File: src/hw/rtl/crpi_pkg.sv
// Shared types, widths and the weight function of the Catmull-Rom point interpolator.
package crpi_pkg;

    // Field widths.
    localparam int COORD_W  = 16;
    localparam int OUT_W    = 18;
    localparam int U_W      = 4;
    localparam int WEIGHT_W = 16;
    localparam int PROD_W   = 32;
    localparam int SUM_W    = 32;
    localparam int MAG_W    = 31;
    localparam int Q_W      = 17;
    localparam int RECIP_SHIFT = 31;

    // Output range.
    localparam logic signed [OUT_W:0] OUT_MAX = (OUT_W+1)'(131071);
    localparam logic signed [OUT_W:0] OUT_MIN = -(OUT_W+1)'(131072);

    typedef logic signed [COORD_W-1:0] t_coord;

    typedef struct packed {
        logic signed [COORD_W-1:0] x;
        logic signed [COORD_W-1:0] y;
    } t_point;

    // One sample request: four control points, the step along the span and the end mark.
    typedef struct packed {
        t_point [3:0]   pt;
        logic [U_W-1:0] u;
        logic           run_end;
    } t_req;

    // Weighted sums of one sample, x in entry 0 and y in entry 1.
    typedef struct packed {
        logic [1:0][SUM_W-1:0] sum;
        logic                  run_end;
    } t_sum;

    // Basis weight k of a uniform Catmull-Rom span at step u of n, scaled by 2*n^3.
    function automatic logic signed [WEIGHT_W-1:0] cr_weight(input logic [1:0] k,
                                                              input logic [U_W-1:0] u,
                                                              input int n);
        int uu;
        int u2;
        int u3;
        int n2;
        int w;
        uu = int'(u);
        u2 = uu * uu;
        u3 = u2 * uu;
        n2 = n * n;
        unique case (k)
            2'd0:    w = -u3 + 2 * u2 * n - uu * n2;
            2'd1:    w = 3 * u3 - 5 * u2 * n + 2 * n2 * n;
            2'd2:    w = -3 * u3 + 4 * u2 * n + uu * n2;
            default: w = u3 - u2 * n;
        endcase
        return WEIGHT_W'(w);
    endfunction

endpackage

File: src/hw/rtl/crpi_scale.sv
// Division by the weight scale with truncation toward zero, saturation and output register.
module crpi_scale #(
    parameter int SEGMENTS = 5
) (
    input  logic                                i_clk,
    input  logic                                i_rst_n,
    input  logic                                i_en,
    input  logic                                i_sum_valid,
    input  crpi_pkg::t_sum                      i_sum,
    output logic                                o_valid,
    output logic signed [crpi_pkg::OUT_W-1:0]   o_qx,
    output logic signed [crpi_pkg::OUT_W-1:0]   o_qy,
    output logic                                o_run_end
);

    localparam int MW = crpi_pkg::MAG_W;
    localparam int QW = crpi_pkg::Q_W;
    localparam int OW = crpi_pkg::OUT_W;
    localparam int DIVISOR_INT = 2 * SEGMENTS * SEGMENTS * SEGMENTS;
    localparam logic [MW:0] DIVISOR = (MW+1)'(DIVISOR_INT);
    // Reciprocal rounded down; the estimate is the quotient or one below it.
    localparam logic [31:0] RECIP =
        32'((64'd1 << crpi_pkg::RECIP_SHIFT) / DIVISOR_INT);

    logic            r3_valid;
    logic            r3_end;
    logic [1:0]      r3_neg;
    logic [MW-1:0]   r3_mag [2];
    logic            r4_valid;
    logic            r4_end;
    logic [1:0]      r4_neg;
    logic [MW-1:0]   r4_mag [2];
    logic [QW-1:0]   r4_q [2];
    logic            r5_valid;
    logic            r5_end;
    logic [1:0]      r5_neg;
    logic [QW-1:0]   r5_q [2];

    logic signed [crpi_pkg::SUM_W-1:0] sum_s [2];
    logic [MW+31:0]  recip_prod [2];
    logic [MW:0]     rem [2];
    logic signed [OW:0] res [2];
    logic signed [OW:0] sat [2];

    // Quotient estimate, remainder check, signed result and saturation.
    always_comb begin
        for (int c = 0; c < 2; c++) begin
            sum_s[c]      = $signed(i_sum.sum[c]);
            recip_prod[c] = (MW+32)'(r3_mag[c]) * (MW+32)'(RECIP);
            rem[c]        = (MW+1)'(r4_mag[c]) - ((MW+1)'(r4_q[c]) * DIVISOR);
            res[c]        = r5_neg[c] ? -(OW+1)'(r5_q[c]) : (OW+1)'(r5_q[c]);
            if (res[c] > crpi_pkg::OUT_MAX) begin
                sat[c] = crpi_pkg::OUT_MAX;
            end else if (res[c] < crpi_pkg::OUT_MIN) begin
                sat[c] = crpi_pkg::OUT_MIN;
            end else begin
                sat[c] = res[c];
            end
        end
    end

    // Stage valid bits.
    always_ff @(posedge i_clk) begin
        if (!i_rst_n) begin
            r3_valid <= 1'b0;
            r4_valid <= 1'b0;
            r5_valid <= 1'b0;
            o_valid  <= 1'b0;
        end else if (i_en) begin
            r3_valid <= i_sum_valid;
            r4_valid <= r3_valid;
            r5_valid <= r4_valid;
            o_valid  <= r5_valid;
        end
    end

    // Stage payloads.
    always_ff @(posedge i_clk) begin
        if (i_en) begin
            r3_end    <= i_sum.run_end;
            r4_end    <= r3_end;
            r5_end    <= r4_end;
            o_run_end <= r5_end;
            r4_neg    <= r3_neg;
            r5_neg    <= r4_neg;
            for (int c = 0; c < 2; c++) begin
                r3_neg[c] <= sum_s[c][crpi_pkg::SUM_W-1];
                r3_mag[c] <= sum_s[c][crpi_pkg::SUM_W-1] ? MW'(-sum_s[c]) : MW'(sum_s[c]);
                r4_mag[c] <= r3_mag[c];
                r4_q[c]   <= recip_prod[c][crpi_pkg::RECIP_SHIFT +: QW];
                r5_q[c]   <= (rem[c] >= DIVISOR) ? r4_q[c] + 1'b1 : r4_q[c];
            end
            o_qx <= sat[0][OW-1:0];
            o_qy <= sat[1][OW-1:0];
        end
    end

endmodule

File: config.mk
export PLATFORM = sky130hd
export DESIGN_NAME = crpi_scale
export DESIGN_NICKNAME = d
export VERILOG_FILES = /design/src/hw/rtl/crpi_pkg.sv /design/src/hw/rtl/crpi_scale.sv
export SDC_FILE = /design/constraint.sdc
export NUM_CORES = 2
export LEC_CHECK = 0
export BUFFER_PORTS_ARGS = -buffer_cell sky130_fd_sc_hd__buf_4
export CAP_MARGIN = 20
export CORE_ASPECT_RATIO = 1.5
export CORE_MARGIN = 3
export CORE_UTILIZATION = 45
export DETAILED_ROUTE_END_ITERATION = 6
export GPL_TIMING_DRIVEN = 0
export SYNTH_ARGS = -nofsm -noshare
export SYNTH_HDL_FRONTEND = slang
export SYNTH_SLANG_ARGS = --single-unit
File: constraint.sdc
create_clock -name i_clk -period 17.3 [get_ports i_clk]
set_input_delay 1.73 -clock i_clk [delete_from_list [all_inputs] [get_ports i_clk]]
set_output_delay 1.73 -clock i_clk [all_outputs]
set_load 0.01 [all_outputs]
==> parameters.txt <==
Parameter                              Value

Routing
  Via count of the routed design ... 25,800
  Post-route ant nets ... 0
  DR pass1 iterations ... 5
  Number of vias per cell after detailed routing ... 5.05
  Residual DRC ... 0
  Routed WL per cell ... 16.8 µm
  Routed wire length ... 86.0 mm
  DRC violation total after the first TritonRoute iteration ... 826

Clock network
  Deepest level of the CTS H-tree ... 1
  Number of sinks on the clock net ... 240
  Clk_lat worst skew ... 0.60 ns
  Cells resized by post-CTS repair ... 0
  Setup fix buffers added after clock tree synthesis ... 0
  CTS buffer count ... 28
  Maximum buffer depth of the clock tree ... 3
  Clock tree from TritonCTS ... built
  Quantity of hold-fixing buffers added after cts ... 0
  Worst-path clk slew ... 0.06 ns
  Clk root buf ... clkbuf_16

Timing
  Unrepaired setup endpoints after global routing ... false
  Summed negative setup slack over all endpoints ... 0 ns
  Number of pins with negative max-slew slack in the final report ... 0
  Final clock period utilization by the worst path ... 49.5%
  Setup violators final ... 0
  Clock skew ... 0.0203 ns
  Maximum clock frequency ... 0.117 GHz
  Worst slew margin relative to its limit ... 38.7%
  Post-layout min period ... 8.56 ns
  Count of final hold-check violations ... 0
  Worst hold margin ... 0.420 ns
  Slew of the pin with the lowest slew margin ... 0.919 ns

Synthesis
  List of most frequent post-synthesis cells ... 1,085 x inv_1, 728 x ha_1, 530 x fa_1, 236 x edfxtp_1, 165 x xnor2_1
  Yosys warns ... 0
  Number of distinct library cell variants in the gate-level netlist after synthesis ... 94
  Portion of synthesized cell area occupied by the leading cell type ... 27.3%
  Number of nets in the synthesized netlist ... 5,144
  Area contributors post-synth ... fa_1 27%, ha_1 23%, edfxtp_1 18%, inv_1 10%, xnor2_1 3.7%
  Post-synthesis instance area ... 0.0389 mm²
  Synthesized area divided by synthesized cell count ... 10.2 µm²
  Post-synthesis sequential area ratio ... 18.4%
  Primary FF master, synth ... edfxtp_1
  Post-synth ARST share ... 0%
  Post-synthesis sequential element count ... 240
  Gate Count Post-Synth ... 3,817
  Leading area contributor after synthesis ... fa_1
  EDFF count, synth ... 236
  Most instantiated library cell after synthesis ... inv_1

Final layout
  Antenna diodes ... 0
  Final net count ... 5,282
  Finished layout cell area ... 0.0421 mm²
  Area taken by multi-input logic gates ... 0.0275 mm²
  Proportion of layout cells with a drive suffix above 1 ... 5.43%
  Layout filler cell count ... 7,973
  Flip-flop and latch area ... 0.00717 mm²
  Layout overhead on the synthesized area ... 8.24%

Outcome
  Run status ... completed

Worst setup path
  Capturing element type of the critical path ... flop
  Critical path required time ... 17.64 ns
  Arrival time worst endpoint ... 8.90 ns
  Critical path launch point type ... flop
  Largest fanout on the critical path ... 9
  Start-to-end type of the worst setup path ... flop to flop

Floorplan
  Initial Utilization ... 45.6%
  Number of top-level design ports ... 107
  Die area ... 0.0901 mm²
  Row cnt ... 131
  Standard cell core area ... 0.0854 mm²
  Die Wd ... 246 µm
  Floorplan die height ... 366 µm

GRT
  Overflow left after global routing ... 0
  Number of antenna violations at the first check in global routing ... 0
  First-pass GRT wire length ... 142 mm
  Largest net degree at the start of global routing ... 118
  Number of global-route vias before repair ... 27,800
  Total routing resource utilization after global routing ... 19.8%

Placed design
  Estimated wirelength of the detail-placed design ... 71.3 mm
  Port buffer count ... 106
  Final estimated routing congestion in global placement ... 0.868
  Post-placement cell area ... 0.0412 mm²

Run
  Max_cap viols ... 0

Hold path
  Worst min-delay path category ... flop to flop
per-stage QoR:
step / std cells / setup slack, ns / util (%)
floorplan: 3817 / 10.15 / -
global placement: 5053 / 8.83 / 48.1
detailed placement: 5055 / 8.75 / 48.2
CTS: 5105 / 8.71 / 49.3
global route: 5105 / 8.22 / 49.3
finish: 5105 / 8.74 / 49.3
routing by layer:
| metal | global-route usage, % | part of all wire, % | wire length (µm) | vias up |
|---|---|---|---|---|
| met4 | 5.61 | 2.9 | 2510 | 0 |
| met3 | 1.46 | 2.3 | 2010 | 126 |
| met1 | 23.7 | 41 | 35000 | 12700 |
| li1 | - | - | - | 12600 |
| met5 | 0 | 0 | 0 | - |
| met2 | 37.6 | 54 | 46500 | 290 |
final timing paths:
kind | start | to | slack, ns | cells past startpoint
hold / removal | r4_neg[0] | r5_neg[0] | 0.42 | 0
setup reg to reg | r4_q[0][18] | r5_q[0][18] | 8.74 | 27
setup / recovery | r4_q[0][18] | r5_q[0][18] | 8.74 | 27
hold reg to reg | r4_neg[0] | r5_neg[0] | 0.42 | 0
cell type report:
| class | count | share of cell area (%) |
|---|---|---|
| plain buffers | 29 | 0.300 |
| clock buffers | 31 | 1.74 |
| clock inverters | 19 | 0.472 |
| inverters | 1086 | 9.68 |
| multi-input cells | 2462 | 65.4 |
| flip-flops and latches | 240 | 17.0 |
| well taps | 1130 | 3.36 |
| repair buffers | 108 | 2.04 |
placed cells by master, fill, tap and decap left out, types with 14 or more instances in the layout:
master        n
nor2_1       97
clkbuf_16    29
or3_1        28
buf_4       105
a21oi_1     112
o21ai_0     102
nand4_1      22
nor2b_1      17
nand3_1      40
mux2i_1      14
edfxtp_1    236
nor3_1       42
ha_1        728
nand2_1     136
o21a_1       15
nand2b_1     27
xnor2_1     165
o31ai_1      27
o211ai_1     15
nor4_1       15
xor2_1       47
inv_1      1085
fa_1        530
clkbuf_1     22
a21o_1       49
o21bai_1     14
critical path, stage by stage (launching register included):
cell and delay (ns):
edfxtp_1 0.53, inv_1 0.21, fa_1 0.60, fa_1 0.45, fa_1 0.51, fa_1 0.54
inv_1 0.05, ha_1 0.27, inv_1 0.05, a21oi_1 0.17, o22ai_1 0.13, o21ai_0 0.36
o211ai_1 0.21, o21ai_0 0.43, a211o_1 0.22, a21oi_1 0.08, xor2_1 0.17, ha_1 0.29
buf_2 0.19, nand4_1 0.11, a41oi_1 0.49, mux2_2 0.39, nor4_1 0.34, o2111ai_1 0.16
nor4_1 0.21, nand4_1 0.28, nor2_2 0.48, mux2_1 0.37
cell families (layout without fill, tap and decap cells):
logic type / after synthesis / in the layout / synth area share, %
AO/OA/AOI/OAI: 458 / 458 / 7.81
XOR/XNOR: 212 / 212 / 4.77
adder cells (fa/ha/maj): 1259 / 1259 / 50.7
buffers and inverters: 1115 / 1273 / 10.8
flip-flops: 240 / 240 / 18.4
multiplexers: 20 / 20 / 0.534
AND/OR/NAND/NOR: 513 / 513 / 6.94
registers in the layout (all words and copies together), names as in the netlist, 2 cells and up:
signal / flops
o_qy: 18
r3_neg: 2
r4_q: 34
r4_neg: 2
r3_mag: 62
o_qx: 18
r5_q: 34
r5_neg: 2
r4_mag: 60
Power is not shown: default switching activity piles up to over one toggle a cycle in this logic, so the estimate is an artifact.
