`config.mk`:
```
export PLATFORM = sky130hd
export DESIGN_NAME = crpi_seq
export DESIGN_NICKNAME = d
export VERILOG_FILES = /design/src/hw/rtl/crpi_pkg.sv /design/src/hw/rtl/crpi_seq.sv
export SDC_FILE = /design/constraint.sdc
export NUM_CORES = 1
export LEC_CHECK = 0
export ABC_CLOCK_PERIOD_IN_PS = 22900
export BUFFER_PORTS_ARGS = -buffer_cell sky130_fd_sc_hd__buf_2
export CORE_UTILIZATION = 60
export DETAILED_ROUTE_END_ITERATION = 12
export PLACE_DENSITY = 0.83
export SLEW_MARGIN = 20
export SYNTH_ARGS = -nofsm -noshare
export SYNTH_HDL_FRONTEND = slang
export SYNTH_SLANG_ARGS = --single-unit
```
`constraint.sdc`:
```
create_clock -name i_clk -period 22.9 [get_ports i_clk]
set_input_delay 4.58 -clock i_clk [delete_from_list [all_inputs] [get_ports i_clk]]
set_output_delay 4.58 -clock i_clk [all_outputs]
set_load 0.1 [all_outputs]
```
`src/hw/rtl/crpi_pkg.sv`:
```
// Shared types, widths and the weight function of the Catmull-Rom point interpolator.
package crpi_pkg;

    // Field widths.
    localparam int COORD_W  = 16;
    localparam int OUT_W    = 18;
    localparam int U_W      = 4;
    localparam int WEIGHT_W = 16;
    localparam int PROD_W   = 32;
    localparam int SUM_W    = 32;
    localparam int MAG_W    = 31;
    localparam int Q_W      = 17;
    localparam int RECIP_SHIFT = 31;

    // Output range.
    localparam logic signed [OUT_W:0] OUT_MAX = (OUT_W+1)'(131071);
    localparam logic signed [OUT_W:0] OUT_MIN = -(OUT_W+1)'(131072);

    typedef logic signed [COORD_W-1:0] t_coord;

    typedef struct packed {
        logic signed [COORD_W-1:0] x;
        logic signed [COORD_W-1:0] y;
    } t_point;

    // One sample request: four control points, the step along the span and the end mark.
    typedef struct packed {
        t_point [3:0]   pt;
        logic [U_W-1:0] u;
        logic           run_end;
    } t_req;

    // Weighted sums of one sample, x in entry 0 and y in entry 1.
    typedef struct packed {
        logic [1:0][SUM_W-1:0] sum;
        logic                  run_end;
    } t_sum;

    // Basis weight k of a uniform Catmull-Rom span at step u of n, scaled by 2*n^3.
    function automatic logic signed [WEIGHT_W-1:0] cr_weight(input logic [1:0] k,
                                                              input logic [U_W-1:0] u,
                                                              input int n);
        int uu;
        int u2;
        int u3;
        int n2;
        int w;
        uu = int'(u);
        u2 = uu * uu;
        u3 = u2 * uu;
        n2 = n * n;
        unique case (k)
            2'd0:    w = -u3 + 2 * u2 * n - uu * n2;
            2'd1:    w = 3 * u3 - 5 * u2 * n + 2 * n2 * n;
            2'd2:    w = -3 * u3 + 4 * u2 * n + uu * n2;
            default: w = u3 - u2 * n;
        endcase
        return WEIGHT_W'(w);
    endfunction

endpackage

```
`src/hw/rtl/crpi_seq.sv`:
```
// Point window and span sequencer: turns each input point into sample requests.
module crpi_seq #(
    parameter int SEGMENTS = 5
) (
    input  logic                            i_clk,
    input  logic                            i_rst_n,
    input  logic                            i_valid,
    output logic                            o_ready,
    input  logic signed [crpi_pkg::COORD_W-1:0] i_px,
    input  logic signed [crpi_pkg::COORD_W-1:0] i_py,
    input  logic                            i_end_of_line,
    input  logic                            i_en,
    output logic                            o_req_valid,
    output crpi_pkg::t_req                  o_req
);

    localparam logic [crpi_pkg::U_W-1:0] U_LAST = crpi_pkg::U_W'(SEGMENTS - 1);

    typedef enum logic [1:0] {
        PH_A,
        PH_B,
        PH_P
    } t_phase;

    crpi_pkg::t_point r_win [3];
    logic [1:0]       r_seen;
    logic             r_busy;
    t_phase           r_phase;
    logic [crpi_pkg::U_W-1:0] r_u;
    logic             r_last;
    crpi_pkg::t_point r_e0;
    crpi_pkg::t_point r_e1;
    crpi_pkg::t_point r_e2;
    crpi_pkg::t_point r_e3;
    crpi_pkg::t_point r_eb;

    crpi_pkg::t_point in_pt;
    logic             step_done;
    logic             finish;
    logic             accept;
    logic             has_a;
    logic             has_b;

    assign in_pt.x = i_px;
    assign in_pt.y = i_py;

    // The pass-through step is a single sample; span steps run over all segments.
    assign step_done = (r_phase == PH_P) || (r_u == U_LAST);
    assign finish    = r_busy && i_en && step_done &&
                       ((r_phase == PH_P) || ((r_phase == PH_A) && !r_last));
    assign o_ready   = !r_busy || finish;
    assign accept    = i_valid && o_ready;
    assign has_a     = r_seen[1];
    assign has_b     = (r_seen != 2'd0);

    // Select the control points of the current step.
    always_comb begin
        o_req_valid = r_busy;
        o_req.u       = r_u;
        o_req.run_end = 1'b0;
        unique case (r_phase)
            PH_A: begin
                o_req.pt[0] = r_e0;
                o_req.pt[1] = r_e1;
                o_req.pt[2] = r_e2;
                o_req.pt[3] = r_e3;
            end
            PH_B: begin
                o_req.pt[0] = r_eb;
                o_req.pt[1] = r_e2;
                o_req.pt[2] = r_e3;
                o_req.pt[3] = r_e3;
            end
            default: begin
                o_req.pt[0]   = r_e3;
                o_req.pt[1]   = r_e3;
                o_req.pt[2]   = r_e3;
                o_req.pt[3]   = r_e3;
                o_req.u       = '0;
                o_req.run_end = 1'b1;
            end
        endcase
    end

    // Window, point count and step sequencing.
    always_ff @(posedge i_clk) begin
        if (!i_rst_n) begin
            r_busy  <= 1'b0;
            r_seen  <= 2'd0;
            r_phase <= PH_A;
            r_u     <= '0;
            r_last  <= 1'b0;
            for (int i = 0; i < 3; i++) begin
                r_win[i] <= '0;
            end
        end else if (accept) begin
            // Capture every point the request's steps will need.
            r_e0    <= (r_seen == 2'd2) ? r_win[1] : r_win[2];
            r_e1    <= r_win[1];
            r_e2    <= r_win[0];
            r_e3    <= in_pt;
            r_eb    <= has_a ? r_win[1] : r_win[0];
            r_last  <= i_end_of_line;
            r_busy  <= has_a || i_end_of_line;
            r_phase <= has_a ? PH_A : (has_b ? PH_B : PH_P);
            r_u     <= '0;
            if (i_end_of_line) begin
                r_seen <= 2'd0;
                for (int i = 0; i < 3; i++) begin
                    r_win[i] <= '0;
                end
            end else begin
                r_win[2] <= r_win[1];
                r_win[1] <= r_win[0];
                r_win[0] <= in_pt;
                if (r_seen != 2'd3) begin
                    r_seen <= r_seen + 2'd1;
                end
            end
        end else if (r_busy && i_en) begin
            if (step_done) begin
                r_u <= '0;
                unique case (r_phase)
                    PH_A: begin
                        if (r_last) begin
                            r_phase <= PH_B;
                        end else begin
                            r_busy <= 1'b0;
                        end
                    end
                    PH_B: begin
                        r_phase <= PH_P;
                    end
                    default: begin
                        r_busy <= 1'b0;
                    end
                endcase
            end else begin
                r_u <= r_u + 1'b1;
            end
        end
    end

endmodule

```
==> out/qor.yml, run 1 <==
synth_top_family_by_area: "simple AND/OR/NAND/NOR gates"
p_leak_nw: 5.16
cp_cell_sequence: "buf_2 -> nand3_1 -> nand3_1 -> buf_2"
viasPerCell: 5.44
maxCapViolations: 0
critPathKind: "in -> out"
synth-edff-count: 256
hold_ws_ps: 466
slowest_delay_ps: 420
hold_buffers: 0
synth-compound-area-share_pct: 4.97
dieArea_mm2: 0.0199
synth_area_leader_cell: "edfxtp_1"
cts_tree: "built"
start_util_pct: 61.6
yosysTopAreaCellShare_pct: 66.3
cts.sinks: 266
critPathArrivalTime_ps: 5340
synth_simple_gate_area_share_pct: 14.3
setup-tns-final_ps: 0
synth.net_count: 846
synth_cell_types: 35
antennaDiodeCount: 0
power_density_mw_per_mm2: 103
synth_seq_cells: 266
antenna_found_initial: 1
die_h_um: 141
irDropWorstVdd_mv: 0.0798
post-route-drc-count: 0
cts_resized: 0
overflow: 0
skew_ps: 13.4
port_buffers: 171
clkTransAtPathRegs_ps: 60
relSlewSlack_pct: 31.5
max_freq_mhz: 101
vias: 6760
synthMuxAreaShare_pct: 9.50
post-route-util_pct: 72.2
ant_nets: 0
crit_path_start_kind: "input pin"
synth-xor-area-share_pct: 0.151
netlist_area_mm2: 0.0116
wire_per_inst_um: 17.6
grt_pass1_wl_um: 33600
setup_viol: 0
dp_hpwl_um: 12300
worst_pin_slew_ps: 1030
final_area_mm2: 0.0136
stdcell_count: 1242
ios: 172
synthAdderAreaFrac_pct: 0.647
syn_inst: 803
cts_setup_buffers: 0
drtIter0Drc: 341
routed_wl_um: 21800
htreeDepth: 1
grt_usage_pct: 21.7
cp_max_fo: 9
final_nets: 1004
placed_area_mm2: 0.0126
power_mw: 1.40
cpMaxStageDelayCell: "buf_2"
cts_max_path_buffers: 3
synth.top_cells.by_count: "edfxtp_1, nor2b_1, and2_1, mux2_2, nor2_1"
area_growth_pct: 17.2
period_share_pct: 43.3
status: "finished clean"
dr.pass1.iters: 5
grt_max_degree: 86
yosysMostFrequentCell: "edfxtp_1"
rows: 50
layout-drive-gt1-share_pct: 33.2
gp_congestion: 0.779
post-route-worst-setup-slack_ps: 12980
hp-class: "reg -> reg"
rsz0062_at_grt: "no"
syn_area_per_cell_um2: 14.4
finalHoldViolations: 0
place_ws_ps: 12980
slew_violations: 0
cts_made_buffers: 27
yosys_warnings: 0
critical_path_required_ps: 18320
cts_root_buffer: "clkbuf_16"
clk-insertion-delay-late_ps: 530
die_w_um: 141
core_area_mm2: 0.0188
ys.flop_type: "edfxtp_1"
dp_cells: 1189
synth_area_leaders: "edfxtp_1, mux2_2, nor2b_1"
setup.worst_path.end_class: "output pin"
grt_pass1_vias: 6504
ys_seq_area_share_pct: 68.0
async_flop_share_pct: 0
min_period_ps: 9920
==> final timing paths <==
path	start	end	slack, ps	cells past startpoint
worst max-delay path	i_en	o_ready	12980	4
worst min-delay path	r_win[0][20]$_SDFFCE_PN0P_	r_e2[20]$_DFFE_PP_	470	0
worst max register to register	r_phase[1]$_SDFFE_PN0P_	r_win[0][8]$_SDFFCE_PN0P_	19480	5
worst min register to register	r_win[0][20]$_SDFFCE_PN0P_	r_e2[20]$_DFFE_PP_	470	0
==> where the power goes <==
part	internal (mW)	switching, mW	total (mW)
Sequential	0.575	0.0219	0.597
Combinational	0.0614	0.288	0.349
Clock	0.273	0.176	0.450
==> sequential cells by signal, indices dropped and copies added, names as in the netlist <==
name / cells
r_phase: 2
r_e0: 32
r_e3: 32
r_e1: 32
r_eb: 32
r_last: 1
o_req_valid: 1
r_win: 96
r_u: 4
r_e2: 32
r_seen: 2
==> kinds of logic (layout without fill, tap and decap cells) <==
group | count (synthesis) | in the layout
simple gates | 296 | 296
flops | 266 | 266
mux | 98 | 98
compound gates | 78 | 78
buf+inv | 57 | 236
fa+ha+maj | 6 | 6
xor+xnor | 2 | 2
==> layout by cell type, fill, tap and decap left out, types with 2 or more instances in the layout <==
master and n:
bufinv_16 5, edfxtp_1 256, clkinv_2 5, nor2b_1 102, mux2i_1 2, inv_1 5, dfxtp_4 2, and2_1 96
dfxtp_1 7, clkbuf_16 27, nor2_1 75, a211oi_1 65, ha_1 5, nand3_1 4, o21ai_0 4, a31oi_1 2
nor2_4 2, buf_16 2, nand2_1 7, buf_2 171, inv_6 2, clkbuf_1 6, a21oi_1 4, buf_4 7
clkinv_1 5, mux2_2 96
==> routing by layer <==
layer / vias to the layer above / routed length, µm / track usage [%]
li1: 3242 / - / -
met1: 3321 / 9400 / 28.7
met2: 165 / 11100 / 36.9
met3: 30 / 932 / 4.08
met4: 2 / 412 / 6.06
met5: - / 10 / 0
==> area by class of cell <==
cell class / count / area (µm²)
Timing Repair Buffer: 181 / 978
Sequential cell: 266 / 7900
Clock inverter: 17 / 211
Fill cell: 1246 / 5240
Inverter: 5 / 18.8
Multi-Input combinational cell: 480 / 3460
Tap cell: 260 / 325
Clock buffer: 33 / 698
==> critical path, delay by kind of cell <==
kind | cells | cell delay, ps
and+or+nand+nor | 2 | 180
buffers and inverters | 2 | 580
Power figures use the tool's default switching activity.
==> run 2: changes to the inputs <==
ABC_CLOCK_PERIOD_IN_PS = 9900   (was 22900)
CORE_UTILIZATION = 57   (was 60)
PLACE_DENSITY = 0.8   (was 0.83)
clock period = 9.9 ns   (was 22.9 ns; I/O delays follow)
==> run 2 against run 1 <==
Effect of this change:
- utilization down 4.0 points
- die area increased by 5.2%
- critical path depth is 1 higher
- clock skew is 1.2 ps higher
- worst setup slack worse by 8000 ps
==> out/qor.yml, run 2 (synthesis gave the netlist of run 1 again) <==
cts_resized: 0
dr.pass1.iters: 4
status: "finished clean"
cp_max_fo: 84
cts_root_buffer: "clkbuf_16"
fillerInstances: 1351
rows: 51
drtIter0Drc: 420
grt_pass1_wl_um: 33200
hp-class: "reg -> reg"
final_cell_mix: "edfxtp_1, buf_2, nor2b_1"
clkTransAtPathRegs_ps: 60
grt_pass1_vias: 6533
cts_setup_buffers: 0
gp_congestion: 0.767
top_register: "r_win"
power_density_mw_per_mm2: 231
cts.sinks: 266
cts_tree: "built"
port_buffers: 171
die_w_um: 145
clk-insertion-delay-late_ps: 520
place_ws_ps: 5210
finalHoldViolations: 0
layout_commonest_cell: "edfxtp_1"
rr_worst_depth: 4
vias: 6790
dieArea_mm2: 0.0209
slew_violations: 0
viasPerCell: 5.46
crit_path_start_kind: "flop"
post-route-worst-setup-slack_ps: 4990
wire_per_inst_um: 17.3
reg2reg_slack_ps: 6800
start_util_pct: 58.8
min_period_ps: 4910
final_nets: 1003
post-route-drc-count: 0
relSlewSlack_pct: 32.5
rsz0062_at_grt: "no"
antenna_found_initial: 1
cts_made_buffers: 27
area_growth_pct: 15.9
period_share_pct: 49.6
dp_hpwl_um: 12500
r2r-start: "r_phase[0]$_SDFFE_PN0P_"
grt_usage_pct: 20.8
layout-drive-gt1-share_pct: 32.2
maxCapViolations: 0
routed_wl_um: 21500
ant_nets: 0
critPathArrivalTime_ps: 2930
overflow: 0
largest_reg_flops: 96
irDropWorstVdd_mv: 0.160
hold_buffers: 0
grt_max_degree: 90
htreeDepth: 1
skew_ps: 14.6
p_leak_nw: 5.08
setup_viol: 0
ios: 172
hold_depth: 0
core_area_mm2: 0.0197
holdPathEnd: "r_e2[13]$_DFFE_PP_"
worst_pin_slew_ps: 1010
die_h_um: 145
critical_path_required_ps: 7920
hold_start: "r_win[0][13]$_SDFFCE_PN0P_"
r2r-end: "r_win[0][0]$_SDFFCE_PN0P_"
critPathKind: "reg -> out"
setup.worst_path.end_class: "output pin"
max_freq_mhz: 204
cts_max_path_buffers: 3
setup-tns-final_ps: 0
-- run 2: cell count changes in the layout (fill, tap and decap cells not counted) --
cell	before	now
diode_2	0	1
bufinv_16	5	1
buf_16	2	1
buf_8	1	0
clkinv_1	5	7
clkinv_2	5	0
clkinvlp_4	0	1
inv_6	2	0
buf_6	0	1
clkbuf_1	6	11
-- run 2: final cells by class --
class | instances | area (µm²) | area share (%)
clock inverters | 9 | 63.8 | 0.475
inverters | 5 | 18.8 | 0.140
well taps | 265 | 332 | 2.47
flip-flops and latches | 266 | 7900 | 58.8
multi-input cells | 480 | 3460 | 25.7
clock buffers | 38 | 717 | 5.34
repair buffers | 180 | 947 | 7.05
diodes | 1 | 2.50 | 0.0186
-- run 2: report_power, final --
| group | switching [mW] | internal, mW |
|---|---|---|
| clock network | 0.390 | 0.525 |
| logic | 0.664 | 0.140 |
| registers | 0.0497 | 1.33 |
| total | 1.10 | 2.00 |
-- run 2: critical path, cell delays in order (launching register included) --
cell and delay [ps]:
dfxtp_4 700, buf_4 770, nor2b_1 110, a211oi_1 420, nor2_1 70, buf_2 300
-- run 2: how the worst max path moves through the flow --
stage                                  from                end  slack [ps]  depth (start not counted)
floorplan                              i_en  r_e0[0]$_DFFE_PP_        2650                          5
global placement                       i_en            o_ready        5200                          4
detailed placement                     i_en            o_ready        5210                          4
CTS                 r_phase[0]$_SDFFE_PN0P_          o_req[20]        5000                          4
global route        r_phase[0]$_SDFFE_PN0P_          o_req[20]        4770                          4
finish              r_phase[0]$_SDFFE_PN0P_          o_req[22]        4990                          5
-- run 2: routing by layer --
| metal | routed length, µm | GRT usage (%) | vias up |
|---|---|---|---|
| li1 | - | - | 3239 |
| met4 | 437 | 6.32 | 0 |
| met2 | 10600 | 34.7 | 168 |
| met5 | 0 | 0 | - |
| met1 | 9560 | 28.3 | 3352 |
| met3 | 919 | 3.21 | 31 |
-- run 2: stage by stage --
| step | util (%) | power, mW | std cells | instance area (µm²) | hold WS, ps |
|---|---|---|---|---|---|
| 2_1_floorplan | - | 2.08 | 803 | 11600 | 437 |
| 3_3_place_gp | 64.0 | 2.20 | 1195 | 12600 | 451 |
| 3_5_place_dp | 64.1 | 2.21 | 1196 | 12600 | 454 |
| 4_1_cts | 68.1 | 3.12 | 1243 | 13400 | 473 |
| 5_1_grt | 68.1 | 3.20 | 1244 | 13400 | 479 |
| 6_report | 68.1 | 3.10 | 1244 | 13400 | 472 |
==> run 3: changes to the inputs <==
ABC_CLOCK_PERIOD_IN_PS = 4510   (was 9900)
CORE_UTILIZATION = 52   (was 57)
PLACE_DENSITY = 0.77   (was 0.8)
clock period = 4.51 ns   (was 9.9 ns; I/O delays follow)
==> run 3 against run 2 <==
Effect of this change:
- combinational power is 120% higher
- power is 130% higher
- die area is 9.5% higher
- utilization is 5.9 points lower
- via count is 1.4% lower
- highest routed layer is now met5
- sequential power is 120% higher
- wire length is 1.0% higher
- global-route usage is 2.2 points lower
- worst setup slack worse by 4100 ps
- count of clock-buffer cells in the layout is 7 lower
- final area is 1.1% higher
- critical path type unchanged
==> out/qor.yml, run 3 (synthesis gave the netlist of run 1 again) <==
setup_viol: 0
hold_buffers: 0
hp-class: "reg -> reg"
crit_buf_inv: 2
final_cell_mix: "edfxtp_1, buf_2, nor2b_1"
start_util_pct: 53.1
drtIter0Drc: 346
core_area_mm2: 0.0218
critPathArrivalTime_ps: 2690
skew_ps: 13.9
post-route-drc-count: 0
final_area_mm2: 0.0136
cts_setup_buffers: 0
routed_wl_um: 21700
top_register: "r_win"
slew_violations: 0
power_mw: 7.07
slowest_delay_ps: 530
final_nets: 1004
area_growth_pct: 17.2
max_freq_mhz: 278
min_period_ps: 3590
clkTransAtPathRegs_ps: 60
place_ws_ps: 1260
cpMaxStageDelayCell: "dfxtp_4"
p_leak_nw: 5.15
cp_max_fo: 57
cts_max_path_buffers: 3
layout-drive-gt1-share_pct: 33.3
rsz0062_at_grt: "no"
critical_path_required_ps: 3610
period_share_pct: 79.7
grt_pass1_vias: 6280
cpLargestDelayFamily: "buffers and inverters"
grt_max_degree: 97
cp_cell_sequence: "nor2_4 -> buf_4 -> mux2_2 -> buf_2"
cts_root_buffer: "clkbuf_16"
hold_ws_ps: 471
die_h_um: 151
setup-tns-final_ps: 0
gp_congestion: 0.792
post-route-worst-setup-slack_ps: 916
rows: 54
grt_usage_pct: 18.6
dp_cells: 1212
dr.pass1.iters: 5
cts_tree: "built"
post-route-util_pct: 62.3
largest_reg_flops: 96
cts_made_buffers: 27
maxCapViolations: 0
grt_pass1_wl_um: 32700
ant_nets: 0
stdcell_count: 1262
dp_hpwl_um: 12800
port_buffers: 171
die_w_um: 151
vias: 6692
clk-insertion-delay-late_ps: 530
layout_commonest_cell: "edfxtp_1"
worst_pin_slew_ps: 1040
placed_area_mm2: 0.0127
cts.sinks: 266
setup.worst_path.end_class: "output pin"
cts_resized: 0
htreeDepth: 1
irDropWorstVdd_mv: 0.512
relSlewSlack_pct: 30.8
overflow: 0
power_density_mw_per_mm2: 520
critPathKind: "reg -> out"
antennaDiodeCount: 0
status: "finished clean"
wire_per_inst_um: 17.2
ios: 172
dieArea_mm2: 0.0229
viasPerCell: 5.30
crit_path_start_kind: "flop"
finalHoldViolations: 0
antenna_found_initial: 2
[run 3: changes by cell type in the layout (fill, tap and decap cells not counted)]
cell	before	now
buf_6	1	0
clkbuf_1	11	4
diode_2	1	0
bufinv_16	1	5
clkinv_1	7	6
buf_16	1	0
buf_4	7	8
clkinv_2	0	6
buf_12	0	2
inv_6	0	1
[run 3: where the power goes]
part | internal [mW] | switching, mW | total [mW] | leakage [nW]
Sequential | 2.92 | 0.108 | 3.03 | 2.66
Clock | 1.38 | 0.900 | 2.28 | 0.446
Combinational | 0.307 | 1.46 | 1.76 | 2.05
Total | 4.61 | 2.46 | 7.07 | 5.15
[run 3: metal layers]
| metal | track usage (%) | vias to the layer above | share of wire [%] |
|---|---|---|---|
| met3 | 3.16 | 42 | 4.6 |
| met2 | 31.1 | 144 | 49 |
| met5 | 0 | - | 0.14 |
| li1 | - | 3237 | - |
| met4 | 5.30 | 4 | 2.1 |
| met1 | 25.1 | 3265 | 44 |
[run 3: area by class of cell]
class | count | area [µm²]
clock buffer | 31 | 691
sequential | 266 | 7900
inverter | 5 | 18.8
clock inverter | 19 | 219
multi-input combinational | 480 | 3460
fill | 1678 | 8230
timing repair buffer | 181 | 956
tap | 280 | 350
[run 3: worst reg2reg max path: stages, from the launching register on]
cell,delay (ps)
dfxtp_4,640
and4bb_2,320
a211oi_4,660
nand2_4,540
buf_12,450
[run 3: worst paths after layout]
| path | from | end | slack [ps] | cells past startpoint |
|---|---|---|---|---|
| hold reg to reg | r_win[0][21]$_SDFFCE_PN0P_ | r_e2[21]$_DFFE_PP_ | 470 | 0 |
| setup / recovery | r_phase[1]$_SDFFE_PN0P_ | o_req[89] | 920 | 4 |
| hold / removal | r_win[0][21]$_SDFFCE_PN0P_ | r_e2[21]$_DFFE_PP_ | 470 | 0 |
| setup reg to reg | r_phase[0]$_SDFFE_PN0P_ | r_win[0][71]$_SDFFCE_PN0P_ | 1620 | 4 |
